[config.mk]
export PLATFORM = sky130hd
export DESIGN_NAME = mvpid_ram
export DESIGN_NICKNAME = d
export VERILOG_FILES = /design/src/rtl/mvpid_ram.sv
export SDC_FILE = /design/constraint.sdc
export NUM_CORES = 1
export LEC_CHECK = 0
export BUFFER_PORTS_ARGS = -buffer_cell sky130_fd_sc_hd__clkbuf_2
export CAP_MARGIN = 25
export CORE_MARGIN = 2
export CORE_UTILIZATION = 54
export DETAILED_ROUTE_END_ITERATION = 7
export HOLD_SLACK_MARGIN = 0.06
export PLACE_DENSITY = 0.74
export SLEW_MARGIN = 25
export SYNTH_ARGS = -nofsm -noshare
export SYNTH_HDL_FRONTEND = slang
export SYNTH_SLANG_ARGS = --single-unit
[constraint.sdc]
create_clock -name aclk -period 1.55 [get_ports aclk]
set_input_delay 0.155 -clock aclk [delete_from_list [all_inputs] [get_ports aclk]]
set_output_delay 0.155 -clock aclk [all_outputs]
set_load 0.1 [all_outputs]
[src/rtl/mvpid_ram.sv]
module mvpid_ram #(
    parameter int WIDTH = 8,
    parameter int DEPTH = 16
) (
    input  logic                             aclk,
    input  logic                             we,
    input  logic [$clog2(DEPTH)-1:0]         waddr,
    input  logic [WIDTH-1:0]                 wdata,
    input  logic [$clog2(DEPTH)-1:0]         raddr,
    output logic [WIDTH-1:0]                 rdata
);
    logic [WIDTH-1:0] mem [DEPTH];

    always_ff @(posedge aclk) begin
        if (we) begin
            mem[waddr] <= wdata;
        end
        rdata <= mem[raddr];
    end
endmodule

==> summary.md, run 1 <==
| Metric | Value |
|---|---|
| WP data required | 1.39 ns |
| Comb power frac | 6.7% |
| Final nets | 306 |
| Sequential fraction of the synthesis area | 77.8% |
| Largest net degree at the start of global routing | 29 |
| First-pass GRT wire length | 15,600 um |
| Clk slew on worst S/H paths | 0.06 ns |
| Multi-input gate area | 0.00106 sq mm |
| Metal-1 WL | 4100 um |
| Initial antenna violation count | 0 |
| Status | finished clean |
| Switching share of power | 23.5% |
| Unrepaired setup endpoints after global routing | false |
| Synth Warn # | 0 |
| Gr usage total | 22.4% |
| Hold Slack | 0.0883 ns |
| Internal power | 6440 uW |
| Root Driver | clkbuf_8 |
| Gr ovfl total | 0 |
| Fmax | 667 MHz |
| Worst hold path type | input port to flop |
| Syn nets | 247 |
| Share of power burned in registers | 49.2% |
| FILL cells | 575 |
| Area after DPL | 0.00554 sq mm |
| # rows | 35 |
| Worst Path Max Fanout | 1 |
| Routability Congestion | 0.772 |
| Cell area after layout | 0.00613 sq mm |
| CP Cell Sequence | clkbuf_2 |
| Max clock buf depth | 2 |
| Initial Utilization | 55.7% |
| Final Skew | 0.00734 ns |
| Slew Viols, Final | 0 |
| Clk network pwr share | 44.1% |
| Crit path buf inv count | 1 |
| Mean Syn Cell Area | 22.5 sq um |
| Detailed Route WL | 10,300 um |
| TNS Setup | 0 ns |
| Peak per-stage delay on the critical path | 0.47 ns |
| Peak supply drop | 1050 uV |
| # port buffers | 25 |
| TritonRoute pass-1 iters | 7 |
| CP startpoint kind | flop |
| Post-synthesis cell count | 229 |
| Clk sink count | 136 |
| Commonest non-fill, non-tap cells in the layout | 128 x edfxtp_1, 24 x clkbuf_2, 19 x buf_4, 18 x mux4_2 |
| Slowest cell on crit path | clkbuf_2 |
| Register bit total from synthesis | 136 |
| Power Density | 1370 mW/mm^2 |
| Distinct cell type count after synthesis | 19 |
| Drt via density | 5.89 |
| Vias in the first global route | 2,586 |
| CTS tree | done |
| Die width | 102 um |
| Worst R2R Setup Slack | 0.13 ns |
| Hold endpoint | mem[2][3] |
| Total power | 8420 uW |
| Initial drt markers | 350 |
| R2r worst-path depth | 3 |
| Die Footprint | 0.0103 sq mm |
| Fin util | 66.4% |
| Vias | 2,534 |
| FF-to-FF End | rdata[0] |
| Reg-to-Reg Start | mem[1][0] |
| Top-area cell type share of the netlist area | 74.7% |
| Ports | 26 |
| # setup viols final | 0 |
| Dpl hpwl | 6230 um |
| WHS Path Cells | 1 |
| Met2 Wirelength | 5170 um |
| Core area | 0.00924 sq mm |
| Sequential cell area | 0.00400 sq mm |
| Diode count | 0 |
| Die H | 102 um |
| DRT antenna net count | 0 |
| Largest area contributor in the netlist | edfxtp_1 |
| Routed wire length on met3 | 772 um |
| DRC Markers | 0 |
| LEAKAGE | 0.00209 uW |
| Worst skew pair latency | 0.52 ns |
| Crit. End Element | output pin |
| P_sw | 1980 uW |
| Minimum clock period | 1.50 ns |
| Period utilisation layout | 96.7% |
| Post-Syn Area | 0.00515 sq mm |
| Most common cell after layout, fill and taps aside | edfxtp_1 |
| Layout area overhead | 19.1% |
| Max H-tree Level | 4 |
| Share of cells above drive strength 1 | 32.6% |
| Cts bufs inserted | 17 |
| Arrival time worst endpoint | 1.34 ns |
| Count of maximum capacitance violations | 0 |
| DR WL/cell | 23.9 um |
| Headroom to the max-slew limit | 40.6% |
| Worst-Margin Slew | 0.887 ns |
| CP Launch Point | rdata[2] |
| Crit path max-delay family | buffers and inverters |
| DR top layer | met4 |
| CP Class | flop to output pin |
| Number of hold violations in the final report | 0 |
| Synth area leaders | edfxtp_1 75%, mux4_2 7.9%, mux4_1 7.1% |
| Hold_sp | wdata[3] |
-- power by group through the flow --
stage / registers (uW) / clock network (uW) / logic [uW]
final: 4140 / 3710 / 568
after global routing: 4150 / 3890 / 600
after CTS: 4140 / 3750 / 570
after detailed placement: 4220 / 0 / 555
after global placement: 4210 / 0 / 544
after floorplan: 4380 / 0 / 209
-- kinds of logic after synthesis --
logic type,synth area share [%]
compound gates,2.33
buf+inv,1.68
mux,15.0
flops,77.8
simple gates,3.18
-- synth_stat cells (all sizes together) --
cell type      number
nor2               13
buf                 7
edfxtp            128
a22oi              16
mux4               32
clkdlybuf4s25       3
and2                1
nand3               1
or3b                1
nor3                4
dfxtp               8
nor2b               1
nand3b              2
and2b               1
nand2               9
nand2b              2
-- layout make-up --
type,instances,area share [%]
clock inverters,15,2.33
clock buffers,17,6.75
multi-input cells,83,17.3
repair buffers,50,5.67
flip-flops and latches,136,65.3
well taps,129,2.63
-- metrics by stage --
stage / setup slack [ns] / cells
final: 0.0518 / 430
after global routing: 0.0158 / 430
after CTS: 0.00502 / 430
after detailed placement: -0.0484 / 394
after global placement: -0.0592 / 394
after floorplan: 0.129 / 229
-- state kept, by name, indices dropped and copies added, names as in the netlist --
name,flops
mem,128
rdata,8
-- routing by layer --
| layer | vias up | global-route usage (%) |
|---|---|---|
| met5 | - | 0 |
| met1 | 1277 | 30.1 |
| li1 | 1092 | - |
| met2 | 149 | 34.6 |
| met3 | 16 | 6.00 |
| met4 | 0 | 10.3 |
-- worst max-delay path by stage --
stage / slack, ns / endpoint / cells after the start
final: 0.05 / rdata[2] / 1
after floorplan: 0.13 / mem[3][0] / 2
after detailed placement: -0.05 / rdata[0] / 5
after global placement: -0.06 / rdata[0] / 5
after CTS: 0.005 / rdata[6] / 1
after global routing: 0.02 / rdata[2] / 1
-- timing repair --
item / 4_1_cts / 5_1_grt
hold endpoints to repair: 54 / 0
gates resized for setup: 0 / 1
setup buffers: 0 / 0
hold buffers: 4 / 0
setup endpoints to repair: 0 / 1
No activity file was read; power rests on OpenSTA's default activity.
==> run 2, diff against run 1 <==
- MAX_ROUTING_LAYER: not set -> met4
==> run 2 against run 1 <==
Critical endpoint unchanged. First-iteration DRC count down 15%. Routed wire length down 0.12%. Critical path depth unchanged.
==> summary.md, run 2 (same netlist as run 1, synthesis figures left out) <==
| Metric | Value |
|---|---|
| Peak per-stage delay on the critical path | 0.47 ns (about the same) |
| Number of hold violations in the final report | 0 (unchanged) |
| Max clock buf depth | 2 (unchanged) |
| Most common cell after layout, fill and taps aside | edfxtp_1 (unchanged) |
| First-pass GRT wire length | 15,600 um (about the same) |
| Max H-tree Level | 4 (unchanged) |
| Gr ovfl total | 0 (unchanged) |
| Die H | 102 um (unchanged) |
| Worst-Margin Slew | 0.833 ns (was 0.887 ns) |
| Count of maximum capacitance violations | 0 (unchanged) |
| Initial antenna violation count | 0 (unchanged) |
| Power Density | 1370 mW/mm^2 (about the same) |
| Largest net degree at the start of global routing | 29 (unchanged) |
| WP data required | 1.39 ns (about the same) |
| FILL cells | 575 (unchanged) |
| DR WL/cell | 23.9 um (about the same) |
| Unrepaired setup endpoints after global routing | false (unchanged) |
| Crit path max-delay family | buffers and inverters (unchanged) |
| Share of cells above drive strength 1 | 32.6% (unchanged) |
| Sequential cell area | 0.00400 sq mm (unchanged) |
| Period utilisation layout | 96.8% (was 96.7%) |
| Status | finished clean (unchanged) |
| Vias | 2,549 (was 2,534) |
| Place WS | -0.0484 ns (unchanged) |
| CP Cell Sequence | clkbuf_2 (unchanged) |
| CP startpoint kind | flop (unchanged) |
| Max FFs per register | 128 (unchanged) |
| Drt via density | 5.93 (was 5.89) |
| Detailed Route WL | 10,300 um (about the same) |
| Crit path buf inv count | 1 (unchanged) |
| Worst hold path type | input port to flop (unchanged) |
| Final nets | 306 (unchanged) |
| Commonest non-fill, non-tap cells in the layout | 128 x edfxtp_1, 24 x clkbuf_2, 19 x buf_4, 18 x mux4_2 (unchanged) |
| Dpl hpwl | 6230 um (unchanged) |
| Fmax | 666 MHz (was 667 MHz) |
| Minimum clock period | 1.50 ns (about the same) |
| Hold_sp | wdata[6] (was wdata[3]) |
| Die width | 102 um (unchanged) |
| Arrival time worst endpoint | 1.35 ns (was 1.34 ns) |
| Peak supply drop | 1040 uV (was 1050 uV) |
| Crit. End Element | output pin (unchanged) |
| Worst skew pair latency | 0.52 ns (about the same) |
| # setup viols final | 0 (unchanged) |
| Slew Viols, Final | 0 (unchanged) |
| Total power | 8410 uW (was 8420 uW) |
| LEAKAGE | 0.00209 uW (unchanged) |
| Diode count | 0 (unchanged) |
| Setup WS post-layout | 0.0493 ns (was 0.0518 ns) |
| Top Registers | mem (128), rdata (8) (unchanged) |
| CP Class | flop to output pin (unchanged) |
| Root Driver | clkbuf_8 (unchanged) |
| DRC Markers | 0 (unchanged) |
| TritonRoute pass-1 iters | 5 (was 7) |
| CP Launch Point | rdata[2] (unchanged) |
| # port buffers | 25 (unchanged) |
| Cts bufs inserted | 17 (unchanged) |
| Die Footprint | 0.0103 sq mm (unchanged) |
| # rows | 35 (unchanged) |
| Initial drt markers | 297 (was 350) |
| Largest Register | mem (unchanged) |
| CTS tree | done (unchanged) |
| Routability Congestion | 0.782 (was 0.772) |
| Multi-input gate area | 0.00106 sq mm (unchanged) |
| Headroom to the max-slew limit | 44.3% (was 40.6%) |
| Ports | 26 (unchanged) |
| Initial Utilization | 55.7% (unchanged) |
| Slowest cell on crit path | clkbuf_2 (unchanged) |
| DRT antenna net count | 0 (unchanged) |
| Gr usage total | 23.0% (was 22.4%) |
| Final Skew | 0.00716 ns (was 0.00734 ns) |
| Worst Path Max Fanout | 1 (unchanged) |
| Layout area overhead | 19.1% (unchanged) |
| Clk sink count | 136 (unchanged) |
| Clk slew on worst S/H paths | 0.06 ns (about the same) |
| Core area | 0.00924 sq mm (unchanged) |
| Reg-to-Reg Start | mem[1][0] (unchanged) |
| Vias in the first global route | 2,592 (was 2,586) |
[run 2: power breakdown]
part | leakage, uW | internal [uW] | switching [uW]
logic | 0.000612 | 173 | 395
clock network | 0.000258 | 2150 | 1550
registers | 0.00122 | 4110 | 28.5
total | 0.00209 | 6430 | 1970
[run 2: metrics by stage]
| step | area [sq um] | hold slack [ns] | std cells | TNS, ns | utilization [%] |
|---|---|---|---|---|---|
| 2_1_floorplan | 5150 | 0.254 | 229 | 0 | - |
| 3_3_place_gp | 5540 | 0.552 | 394 | -0.0592 | 59.9 |
| 3_5_place_dp | 5540 | 0.575 | 394 | -0.0594 | 59.9 |
| 4_1_cts | 6130 | 0.0615 | 430 | 0 | 66.4 |
| 5_1_grt | 6130 | 0.0956 | 430 | 0 | 66.4 |
| 6_report | 6130 | 0.0770 | 430 | 0 | 66.4 |
[run 2: what timing repair did]
item / in CTS / in global routing
buffers inserted: 0 / 0
setup endpoints to repair: 0 / 1
endpoints found under the hold margin: 54 / 0
resized for setup: 0 / 1
hold buffers: 4 / 0
[run 2: path summary, 6_finish.rpt]
kind	endpoint	cells after the start	slack, ns
worst max-delay path	rdata[2]	1	0.05
worst min-delay path	mem[7][6]	1	0.08
worst max register to register	rdata[0]	3	0.12
worst min register to register	rdata[1]	3	0.69
[run 2: area by class of cell]
class / count / area share, %
Clock buffer: 17 / 6.75
Clock inverter: 15 / 2.33
Multi-Input combinational cell: 83 / 17.3
Sequential cell: 136 / 65.3
Tap cell: 129 / 2.63
Timing Repair Buffer: 50 / 5.67
[run 2: per-layer routing]
layer | up-vias | wire length (um) | GRT usage [%] | share of wire [%]
li1 | 1092 | - | - | -
met1 | 1295 | 4040 | 30.0 | 39
met2 | 144 | 5240 | 34.6 | 51
met3 | 18 | 830 | 6.21 | 8.1
met4 | 0 | 151 | 9.36 | 1.5
met5 | - | 0 | - | 0
